## config.mk

```make
export PLATFORM = sky130hd
export DESIGN_NAME = uart_rx_idle_timeout_chunker
export DESIGN_NICKNAME = d
export VERILOG_FILES = /design/src/design/urx_pkg.sv /design/src/design/urx_front.sv /design/src/design/urx_cmd_fifo.sv /design/src/design/urx_back.sv /design/src/design/uart_rx_idle_timeout_chunker.sv
export SDC_FILE = /design/constraint.sdc
export NUM_CORES = 1
export LEC_CHECK = 0
export BUFFER_PORTS_ARGS = -buffer_cell sky130_fd_sc_hd__buf_2
export CORE_MARGIN = 2
export CORE_UTILIZATION = 55
export CTS_BUF_LIST = sky130_fd_sc_hd__clkbuf_4
export CTS_CLUSTER_SIZE = 30
export DETAILED_ROUTE_END_ITERATION = 12
export GPL_TIMING_DRIVEN = 0
export PLACE_DENSITY = 0.69
export SLEW_MARGIN = 30
export SYNTH_ARGS = -nofsm -noshare
export SYNTH_HDL_FRONTEND = slang
export SYNTH_HIERARCHICAL = 1
export SYNTH_SLANG_ARGS = --single-unit
```

## constraint.sdc

```tcl
create_clock -name clock -period 4.94 [get_ports clock]
set_clock_uncertainty 0.1 [all_clocks]
set_input_delay 0.988 -clock clock [delete_from_list [all_inputs] [get_ports clock]]
set_output_delay 0.988 -clock clock [all_outputs]
set_load 0.03 [all_outputs]
```

## src/design/urx_pkg.sv

```systemverilog
// ----------------------------------------------------------------------------
// urx_pkg
// Shared types and constants for the receive chunker: event and mode codes,
// register indexes, queue sizing and the command beat format.
// ----------------------------------------------------------------------------
package urx_pkg;

   // chunk size and byte store sizing
   localparam int BUF_SIZE    = 64;
   localparam int QUEUE_CAP   = 2 * BUF_SIZE;
   localparam int STORE_DEPTH = 128;
   localparam int PTR_W       = $clog2(STORE_DEPTH);
   localparam int FILL_W      = $clog2(QUEUE_CAP + 1);
   localparam int CHUNK_W     = $clog2(BUF_SIZE + 1);

   // register field widths
   localparam int MODE_W    = 2;
   localparam int TIMEOUT_W = 16;
   localparam int CSR_IDX_W = 2;
   localparam int CSR_DAT_W = 16;
   localparam int BYTE_W    = 8;

   localparam logic [TIMEOUT_W-1:0] TIMEOUT_RESET = TIMEOUT_W'(250);

   // command queue sizing
   localparam int CMD_DEPTH = 2;
   localparam int CMD_PTR_W = $clog2(CMD_DEPTH);
   localparam int CMD_CNT_W = $clog2(CMD_DEPTH + 1);

   // input event codes
   localparam logic [1:0] EV_BYTE  = 2'd0;
   localparam logic [1:0] EV_TICK  = 2'd1;
   localparam logic [1:0] EV_CLEAR = 2'd2;

   // data mode codes
   localparam logic [MODE_W-1:0] DM_IGNORE = MODE_W'(0);
   localparam logic [MODE_W-1:0] DM_PASS   = MODE_W'(1);
   localparam logic [MODE_W-1:0] DM_BUFFER = MODE_W'(2);

   // register indexes
   localparam logic [CSR_IDX_W-1:0] CSR_DATA_MODE = CSR_IDX_W'(0);
   localparam logic [CSR_IDX_W-1:0] CSR_FLUSH_EN  = CSR_IDX_W'(1);
   localparam logic [CSR_IDX_W-1:0] CSR_TIMEOUT   = CSR_IDX_W'(2);

   // work handed from front to back
   typedef enum logic [1:0] {
      CMD_STORE,
      CMD_PASS,
      CMD_TICK,
      CMD_CLEAR
   } cmd_kind_type;

   typedef struct packed {
      cmd_kind_type        kind;
      logic [BYTE_W-1:0]   data;
   } cmd_type;

   // configuration seen by the back end
   typedef struct packed {
      logic                 flush_en;
      logic [TIMEOUT_W-1:0] timeout;
      logic                 queue_clear;
   } cfg_type;

endpackage

```

## src/design/urx_front.sv

```systemverilog
// ----------------------------------------------------------------------------
// urx_front
// Accepts input beats and classifies them into back-end commands; beats that
// have no effect are dropped here.
// ----------------------------------------------------------------------------
module urx_front import urx_pkg::*; (
   input  logic                reset,
   input  logic                req_valid,
   output logic                req_ready,
   input  logic [1:0]          req_mode,
   input  logic [BYTE_W-1:0]   req_rx_byte,
   input  logic [MODE_W-1:0]   data_mode,
   input  logic                cmd_full,
   output logic                cmd_push,
   output cmd_type             cmd_data
);

   logic keep;

   // accept whenever the command queue has room
   assign req_ready = ~cmd_full;

   // event decode
   always_comb begin
      keep          = 1'b0;
      cmd_data.kind = CMD_TICK;
      cmd_data.data = req_rx_byte;
      unique case (req_mode)
         EV_BYTE: begin
            if (data_mode == DM_PASS) begin
               keep          = 1'b1;
               cmd_data.kind = CMD_PASS;
            end else if (data_mode == DM_BUFFER) begin
               keep          = 1'b1;
               cmd_data.kind = CMD_STORE;
            end
         end
         EV_TICK: begin
            keep          = 1'b1;
            cmd_data.kind = CMD_TICK;
         end
         EV_CLEAR: begin
            keep          = 1'b1;
            cmd_data.kind = CMD_CLEAR;
         end
         default: keep = 1'b0;
      endcase
   end

   assign cmd_push = req_valid & req_ready & keep & ~reset;

endmodule

```

## src/design/urx_cmd_fifo.sv

```systemverilog
// ----------------------------------------------------------------------------
// urx_cmd_fifo
// Short command queue between the front and back ends.
// ----------------------------------------------------------------------------
module urx_cmd_fifo import urx_pkg::*; (
   input  logic    clock,
   input  logic    reset,
   input  logic    push,
   input  cmd_type push_data,
   output logic    full,
   output logic    pop_valid,
   input  logic    pop,
   output cmd_type pop_data
);

   cmd_type                entry_ff [CMD_DEPTH];
   logic [CMD_PTR_W-1:0]   wr_ptr_ff, wr_ptr_in;
   logic [CMD_PTR_W-1:0]   rd_ptr_ff, rd_ptr_in;
   logic [CMD_CNT_W-1:0]   count_ff, count_in;
   logic                   do_push, do_pop;

   assign full      = (count_ff == CMD_CNT_W'(CMD_DEPTH));
   assign pop_valid = (count_ff != '0);
   assign pop_data  = entry_ff[rd_ptr_ff];
   assign do_push   = push & ~full;
   assign do_pop    = pop & pop_valid;

   // pointer and count update
   always_comb begin
      wr_ptr_in = do_push ? wr_ptr_ff + 1'b1 : wr_ptr_ff;
      rd_ptr_in = do_pop  ? rd_ptr_ff + 1'b1 : rd_ptr_ff;
      count_in  = count_ff;
      if (do_push & ~do_pop) begin
         count_in = count_ff + 1'b1;
      end else if (do_pop & ~do_push) begin
         count_in = count_ff - 1'b1;
      end
   end

   always_ff @(posedge clock) begin
      if (reset) begin
         wr_ptr_ff <= '0;
         rd_ptr_ff <= '0;
         count_ff  <= '0;
      end else begin
         wr_ptr_ff <= wr_ptr_in;
         rd_ptr_ff <= rd_ptr_in;
         count_ff  <= count_in;
      end
   end

   // entry storage
   always_ff @(posedge clock) begin
      if (do_push) begin
         entry_ff[wr_ptr_ff] <= push_data;
      end
   end

endmodule

```

## src/design/urx_back.sv

```systemverilog
// ----------------------------------------------------------------------------
// urx_back
// Executes commands: byte store, idle timer, chunk flush from the store and
// the result register.
// ----------------------------------------------------------------------------
module urx_back import urx_pkg::*; (
   input  logic                clock,
   input  logic                reset,
   input  cfg_type             cfg,
   input  logic                cmd_valid,
   input  cmd_type             cmd_data,
   output logic                cmd_pop,
   output logic                rsp_valid,
   input  logic                rsp_ready,
   output logic [BYTE_W-1:0]   rsp_out_byte,
   output logic                rsp_is_chunk,
   output logic                rsp_last
);

   // byte store
   logic [BYTE_W-1:0]    store_mem [STORE_DEPTH];
   logic [BYTE_W-1:0]    rd_data_ff;

   // queue and timer state
   logic [PTR_W-1:0]     rp_ff, rp_in;
   logic [FILL_W-1:0]    fill_ff, fill_in;
   logic [TIMEOUT_W-1:0] timer_ff, timer_in;
   logic                 armed_ff, armed_in;

   // flush sequencing
   logic [PTR_W-1:0]     flush_ptr_ff, flush_ptr_in;
   logic [CHUNK_W-1:0]   remain_ff, remain_in;
   logic                 rd_pend_ff, rd_pend_in;
   logic                 rd_last_ff, rd_last_in;

   // result register
   logic                 out_valid_ff, out_valid_in;
   logic [BYTE_W-1:0]    out_byte_ff, out_byte_in;
   logic                 out_chunk_ff, out_chunk_in;
   logic                 out_last_ff, out_last_in;

   logic                 busy, out_free, load_out, issue;
   logic                 wr_en;
   logic [PTR_W-1:0]     wr_addr;
   logic [FILL_W-1:0]    fill_inc, fill_left;
   logic [TIMEOUT_W-1:0] timer_dec;
   logic [CHUNK_W-1:0]   chunk_sz;

   function automatic logic [TIMEOUT_W-1:0] timer_load(
      input logic [TIMEOUT_W-1:0] timeout,
      input logic [FILL_W-1:0]    fill
   );
      logic [TIMEOUT_W-1:0] val;
      if ((timeout == '0) || (fill >= FILL_W'(BUF_SIZE))) begin
         val = TIMEOUT_W'(1);
      end else begin
         val = timeout;
      end
      return val;
   endfunction

   assign busy     = (remain_ff != '0) | rd_pend_ff;
   assign out_free = ~out_valid_ff | rsp_ready;
   assign load_out = rd_pend_ff & out_free;
   assign issue    = (remain_ff != '0) & (~rd_pend_ff | load_out);
   assign cmd_pop  = cmd_valid & ~busy & ((cmd_data.kind != CMD_PASS) | out_free);

   assign wr_addr   = rp_ff + fill_ff[PTR_W-1:0];
   assign fill_inc  = fill_ff + 1'b1;
   assign timer_dec = timer_ff - 1'b1;
   assign chunk_sz  = (fill_ff > FILL_W'(BUF_SIZE)) ? CHUNK_W'(BUF_SIZE)
                                                    : CHUNK_W'(fill_ff);
   assign fill_left = fill_ff - FILL_W'(chunk_sz);

   // command execution and timer
   always_comb begin
      rp_in        = rp_ff;
      fill_in      = fill_ff;
      timer_in     = timer_ff;
      armed_in     = armed_ff;
      flush_ptr_in = flush_ptr_ff;
      remain_in    = remain_ff;
      wr_en        = 1'b0;
      if (cmd_pop) begin
         case (cmd_data.kind)
            CMD_STORE: begin
               if (fill_ff < FILL_W'(QUEUE_CAP)) begin
                  wr_en   = 1'b1;
                  fill_in = fill_inc;
                  if (cfg.flush_en && (fill_inc <= FILL_W'(BUF_SIZE))) begin
                     timer_in = timer_load(cfg.timeout, fill_inc);
                     armed_in = 1'b1;
                  end
               end
            end
            CMD_TICK: begin
               if (armed_ff) begin
                  timer_in = timer_dec;
                  if (timer_dec == '0) begin
                     armed_in     = 1'b0;
                     flush_ptr_in = rp_ff;
                     remain_in    = chunk_sz;
                     rp_in        = rp_ff + PTR_W'(chunk_sz);
                     fill_in      = fill_left;
                     if (fill_left != '0) begin
                        timer_in = timer_load(cfg.timeout, fill_left);
                        armed_in = 1'b1;
                     end
                  end
               end
            end
            CMD_CLEAR: begin
               fill_in = '0;
               rp_in   = '0;
            end
            default: ;
         endcase
      end
      // buffer mode write empties the queue
      if (cfg.queue_clear) begin
         fill_in = '0;
         rp_in   = '0;
      end
      // flush read sequencing
      if (issue) begin
         flush_ptr_in = flush_ptr_ff + 1'b1;
         remain_in    = remain_ff - 1'b1;
      end
   end

   // read pipeline and result register
   always_comb begin
      rd_pend_in   = rd_pend_ff;
      rd_last_in   = rd_last_ff;
      out_valid_in = out_valid_ff;
      out_byte_in  = out_byte_ff;
      out_chunk_in = out_chunk_ff;
      out_last_in  = out_last_ff;
      if (rsp_ready) begin
         out_valid_in = 1'b0;
      end
      if (load_out) begin
         out_valid_in = 1'b1;
         out_byte_in  = rd_data_ff;
         out_chunk_in = 1'b1;
         out_last_in  = rd_last_ff;
         rd_pend_in   = 1'b0;
      end
      if (issue) begin
         rd_pend_in = 1'b1;
         rd_last_in = (remain_ff == CHUNK_W'(1));
      end
      if (cmd_pop && (cmd_data.kind == CMD_PASS)) begin
         out_valid_in = 1'b1;
         out_byte_in  = cmd_data.data;
         out_chunk_in = 1'b0;
         out_last_in  = 1'b1;
      end
   end

   always_ff @(posedge clock) begin
      if (reset) begin
         rp_ff        <= '0;
         fill_ff      <= '0;
         timer_ff     <= '0;
         armed_ff     <= 1'b0;
         flush_ptr_ff <= '0;
         remain_ff    <= '0;
         rd_pend_ff   <= 1'b0;
         out_valid_ff <= 1'b0;
      end else begin
         rp_ff        <= rp_in;
         fill_ff      <= fill_in;
         timer_ff     <= timer_in;
         armed_ff     <= armed_in;
         flush_ptr_ff <= flush_ptr_in;
         remain_ff    <= remain_in;
         rd_pend_ff   <= rd_pend_in;
         out_valid_ff <= out_valid_in;
      end
   end

   // payload registers
   always_ff @(posedge clock) begin
      rd_last_ff   <= rd_last_in;
      out_byte_ff  <= out_byte_in;
      out_chunk_ff <= out_chunk_in;
      out_last_ff  <= out_last_in;
   end

   // store write port
   always_ff @(posedge clock) begin
      if (wr_en) begin
         store_mem[wr_addr] <= cmd_data.data;
      end
   end

   // store read port
   always_ff @(posedge clock) begin
      if (issue) begin
         rd_data_ff <= store_mem[flush_ptr_ff];
      end
   end

   assign rsp_valid    = out_valid_ff;
   assign rsp_out_byte = out_byte_ff;
   assign rsp_is_chunk = out_chunk_ff;
   assign rsp_last     = out_last_ff;

endmodule

```

## src/design/uart_rx_idle_timeout_chunker.sv

```systemverilog
// ----------------------------------------------------------------------------
// uart_rx_idle_timeout_chunker
// Receive buffer that passes bytes through, or stores them and flushes them
// in chunks when an idle timer runs out.
// ----------------------------------------------------------------------------
//  channel  ports                        beat
//  req      req_valid / req_ready        event: byte, tick or clear
//  rsp      rsp_valid / rsp_ready        one delivered byte with flags
//  csr      csr_we, csr_index, csr_wdata register write, no wait
//
//  Bytes, ticks and clears are taken one per cycle while the two-entry
//  command queue has room; the back end takes a command only while no flush
//  is running. A flush starts in the cycle after its tick and then sends
//  one byte per cycle through the store read port while rsp_ready is high.
//  A held beat with rsp_ready low stalls flushes and pass bytes; the front keeps
//  accepting until the queue fills. Reset clears control state, not the store.
// ----------------------------------------------------------------------------
module uart_rx_idle_timeout_chunker import urx_pkg::*; (
   input  logic                   clock,
   input  logic                   reset,
   input  logic                   req_valid,
   output logic                   req_ready,
   input  logic [1:0]             req_mode,
   input  logic [BYTE_W-1:0]      req_rx_byte,
   output logic                   rsp_valid,
   input  logic                   rsp_ready,
   output logic [BYTE_W-1:0]      rsp_out_byte,
   output logic                   rsp_is_chunk,
   output logic                   rsp_last,
   input  logic                   csr_we,
   input  logic [CSR_IDX_W-1:0]   csr_index,
   input  logic [CSR_DAT_W-1:0]   csr_wdata
);

   logic [MODE_W-1:0]    data_mode_ff, data_mode_in;
   logic                 flush_en_ff, flush_en_in;
   logic [TIMEOUT_W-1:0] timeout_ff, timeout_in;
   logic                 queue_clear;
   cfg_type              cfg;

   logic                 cmd_full, cmd_push, cmd_valid, cmd_pop;
   cmd_type              cmd_in, cmd_out;

   // register writes
   always_comb begin
      data_mode_in = data_mode_ff;
      flush_en_in  = flush_en_ff;
      timeout_in   = timeout_ff;
      queue_clear  = 1'b0;
      if (csr_we) begin
         unique case (csr_index)
            CSR_DATA_MODE: begin
               data_mode_in = csr_wdata[MODE_W-1:0];
               if (csr_wdata[MODE_W-1:0] == DM_BUFFER) begin
                  queue_clear = 1'b1;
               end else if (csr_wdata[MODE_W-1:0] == DM_PASS) begin
                  flush_en_in = 1'b0;
               end
            end
            CSR_FLUSH_EN: flush_en_in = csr_wdata[0];
            CSR_TIMEOUT:  timeout_in  = csr_wdata[TIMEOUT_W-1:0];
            default: ;
         endcase
      end
   end

   always_ff @(posedge clock) begin
      if (reset) begin
         data_mode_ff <= DM_IGNORE;
         flush_en_ff  <= 1'b0;
         timeout_ff   <= TIMEOUT_RESET;
      end else begin
         data_mode_ff <= data_mode_in;
         flush_en_ff  <= flush_en_in;
         timeout_ff   <= timeout_in;
      end
   end

   assign cfg.flush_en    = flush_en_ff;
   assign cfg.timeout     = timeout_ff;
   assign cfg.queue_clear = queue_clear & ~reset;

   urx_front u_front (
      .reset       (reset),
      .req_valid   (req_valid),
      .req_ready   (req_ready),
      .req_mode    (req_mode),
      .req_rx_byte (req_rx_byte),
      .data_mode   (data_mode_ff),
      .cmd_full    (cmd_full),
      .cmd_push    (cmd_push),
      .cmd_data    (cmd_in)
   );

   urx_cmd_fifo u_cmd_fifo (
      .clock     (clock),
      .reset     (reset),
      .push      (cmd_push),
      .push_data (cmd_in),
      .full      (cmd_full),
      .pop_valid (cmd_valid),
      .pop       (cmd_pop),
      .pop_data  (cmd_out)
   );

   urx_back u_back (
      .clock        (clock),
      .reset        (reset),
      .cfg          (cfg),
      .cmd_valid    (cmd_valid),
      .cmd_data     (cmd_out),
      .cmd_pop      (cmd_pop),
      .rsp_valid    (rsp_valid),
      .rsp_ready    (rsp_ready),
      .rsp_out_byte (rsp_out_byte),
      .rsp_is_chunk (rsp_is_chunk),
      .rsp_last     (rsp_last)
   );

endmodule

```

==> flow_metrics.tcl <==
set metrics [dict create \
    vias 25200 \
    ys_top_cells_by_area "edfxtp_1 69%, mux4_2 16%, dfxtp_1 3.2%" \
    numPortBuffers 36 \
    worstSetupStartpointType "flop" \
    cp.arrival_ns 5.55 \
    grt_max_degree 94 \
    grt_pass1_wl_mm 163 \
    drc 0 \
    final_util_pct 62.8 \
    ys_seq_area_share_pct 72.7 \
    status "finished, violations left" \
    report.final.slew_viol_count 0 \
    swShare_pct 26.9 \
    routed_wl_mm 112 \
    rows 105 \
    synth_cell_type_count 76 \
    synth_most_common_cell "edfxtp_1" \
    finalWeightedCongestion 0.888 \
    stdcell_count 3993 \
    detail_route.wl_per_cell_um 28.1 \
    final-hold-violation-count 0 \
    drive_gt1_share_pct 33.7 \
    antenna_found_initial 4 \
    yosysTopAreaCellShare_pct 69.5 \
    fmax_mhz 202 \
    clock_path_buffers 4 \
    cts_root_buf "clkbuf_4" \
    design_area_sq_um 51800 \
    placed_cell_area_sq_um 47800 \
    die_height_um 293 \
    worstMarginPinSlew_ns 1.09 \
    drv_cap 0 \
    synth_fp_nets 2411 \
    p_seq_share_pct 46.7 \
    avgSynthCellArea_sq_um 19.5 \
    htreeDepth 5 \
    yosys_warnings 6 \
    synthTopCellsByCount "1061 x edfxtp_1, 320 x mux4_2, 191 x nor2_1, 78 x nand2_1, 74 x dfxtp_1" \
    synth_edf_count 1061 \
    dr.pass1.iters 5 \
    final_antenna_net_count 0 \
    dieArea_sq_um 85700 \
    io_pins 45 \
    leakage_nw 16.5 \
    setup_ws_ns -0.00595 \
    pre_cts_slack_ns -0.239 \
    power.internal_mw 16.8 \
    dieWidth_um 293 \
    synthCells 2351 \
    rsz0062_at_grt "true" \
    first_global_vias 25400 \
    clock-sinks 1135 \
    clkSlewWorstSetupHoldPaths_ns 0.06 \
    clkPwrFrac_pct 33.3 \
    synthesis.area_sq_um 45900 \
    dp_hpwl_mm 72.0 \
    ir_drop_uv 254 \
    path_max_fanout 10 \
    ff2ff_setup_slack_ns -0.006 \
    violations "negative setup slack" \
    clk_latency_ns 1.13 \
    power.density_nw_per_um2 443 \
    hold_slack_ns 0.157 \
    syn2layout_area_growth_pct 12.9 \
    power_switching_mw 6.17 \
    viasPerCell 6.32 \
    async_flop_share_pct 0 \
    slew_headroom_pct 26.7 \
    hp-class "in -> reg" \
    finalCritPeriodShare_pct 100 \
    initial_utilization_pct 55.7 \
    coreArea_sq_um 82400 \
    dp.cells 3465 \
    drt-initial-drc-count 3128 \
    layout.nets 2792 \
    crit_required_ns 5.55 \
    grt_usage_pct 26.6 \
    setup_viol 2 \
    numCtsBuffers 305 \
    period_minus_slack_ns 4.95 \
    yosysTopAreaCell "edfxtp_1" \
    synthFlopType "edfxtp_1" \
    critical_path_class "reg -> reg" \
    combinationalPowerShare_pct 20.0 \
    yosys_register_bits 1135 \
    hold_start "csr_we" \
    crit_path_end_kind "flop" \
    grt-ovfl-total 0 \
    cts_tree "done" \
]
[layout by cell type, fill, tap and decap left out, types with 17 or more instances in the layout]
cell type | Yosys | layout
xnor2_1 | 20 | 19
nor3_1 | 18 | 18
dfxtp_1 | 74 | 74
nand3_1 | 38 | 34
mux4_2 | 320 | 320
dlygate4sd3_1 | 0 | 25
xor2_1 | 17 | 17
nor2_2 | 0 | 57
nor2_1 | 191 | 132
clkbuf_4 | 0 | 430
buf_2 | 40 | 78
ha_1 | 25 | 25
mux2i_1 | 37 | 37
clkinv_1 | 1 | 46
inv_1 | 22 | 22
edfxtp_1 | 1061 | 1061
clkbuf_1 | 73 | 60
o21ai_0 | 30 | 29
nand2_1 | 78 | 78
a21oi_1 | 58 | 58
[cell type report]
type / count / area, sq um
plain buffers: 136 / 654
diodes: 9 / 22.5
flip-flops and latches: 1135 / 33300
clock inverters: 59 / 290
clock buffers: 430 / 3230
well taps: 1070 / 1340
repair buffers: 74 / 688
fillers: 5748 / 30600
inverters: 23 / 86.3
multi-input cells: 1057 / 12100
[per-stage QoR]
stage / setup TNS, ns / total power, mW
2_1_floorplan: 0 / 13.9
3_3_place_gp: -87.61 / 15.4
3_5_place_dp: -26.57 / 15.5
4_1_cts: -0.0290 / 23.1
5_1_grt: -7.22 / 23.8
6_report: -0.0113 / 22.9
[state kept, by name, summed over array words and instances, names as in the netlist, named ones only]
signal                flops
u_back/flush_ptr_ff       7
u_back/store_mem       1024
u_back/rsp_out_byte       8
u_back/rp_ff              7
u_back/rd_pend_ff         1
timeout_ff               16
u_back/rsp_is_chunk       1
data_mode_ff              2
u_back/rsp_last           1
u_cmd_fifo/wr_ptr_ff      1
u_cmd_fifo/count_ff       2
u_back/rsp_valid          1
u_back/armed_ff           1
u_back/remain_ff          7
u_cmd_fifo/rd_ptr_ff      1
u_cmd_fifo/entry_ff      20
u_back/rd_data_ff         8
u_back/timer_ff          16
u_back/fill_ff            8
flush_en_ff               1
u_back/rd_last_ff         1
[logic make-up (layout without fill, tap and decap cells)]
group | Yosys count | count (layout) | synth area share (%)
other | 1 | 10 | 0.00818
muxes | 375 | 375 | 17.0
and+or+nand+nor | 429 | 429 | 4.46
buffers and inverters | 159 | 722 | 1.58
AOI/OAI and AO/OA | 188 | 188 | 2.82
adders and majority gates | 27 | 27 | 0.769
xor gates and xnor gates | 37 | 37 | 0.707
DFF | 1135 | 1135 | 72.7
[worst paths after layout]
kind	cells past startpoint	to
max	11	u_back/store_mem[96][3]
min	3	flush_en_ff
max reg2reg	11	u_back/store_mem[96][3]
min reg2reg	2	u_back/rsp_last
[power groups by stage]
stage	clock [mW]	combinational (mW)	sequential (mW)
after floorplan	0	3.00	10.9
after global placement	0	4.47	10.9
final	7.64	4.59	10.7
after global routing	8.34	4.77	10.7
after detailed placement	0	4.55	10.9
after CTS	7.84	4.58	10.7
[routing by layer]
metal	share of wire, %	global-route usage (%)	vias up	routed length, um
met3	9.6	6.28	207	10800
li1	-	-	10600	-
met2	49	41.8	1325	54700
met4	2.6	9.56	0	2920
met5	0	0	-	0
met1	39	36.8	13100	43700
[worst max-delay path: stages, from the launching register on]
cell and delay (ns):
dfxtp_1 0.30, buf_2 0.35, mux2_2 0.42, nand4bb_1 0.11, nand3_1 0.25, clkinv_1 0.29, nand2b_1 0.14, or3_1 0.44
nor2_1 0.30, nand2_1 0.46, clkbuf_2 0.55, nor2_1 0.77
[what timing repair did]
action	4_1_cts	5_1_grt
endpoints found under the hold margin	39	0
pin swaps	2	0
setup buffers	5	0
hold buffers	25	0
resized for setup	16	45
setup endpoints to repair	254	435
(Power assumes the default switching activity.)
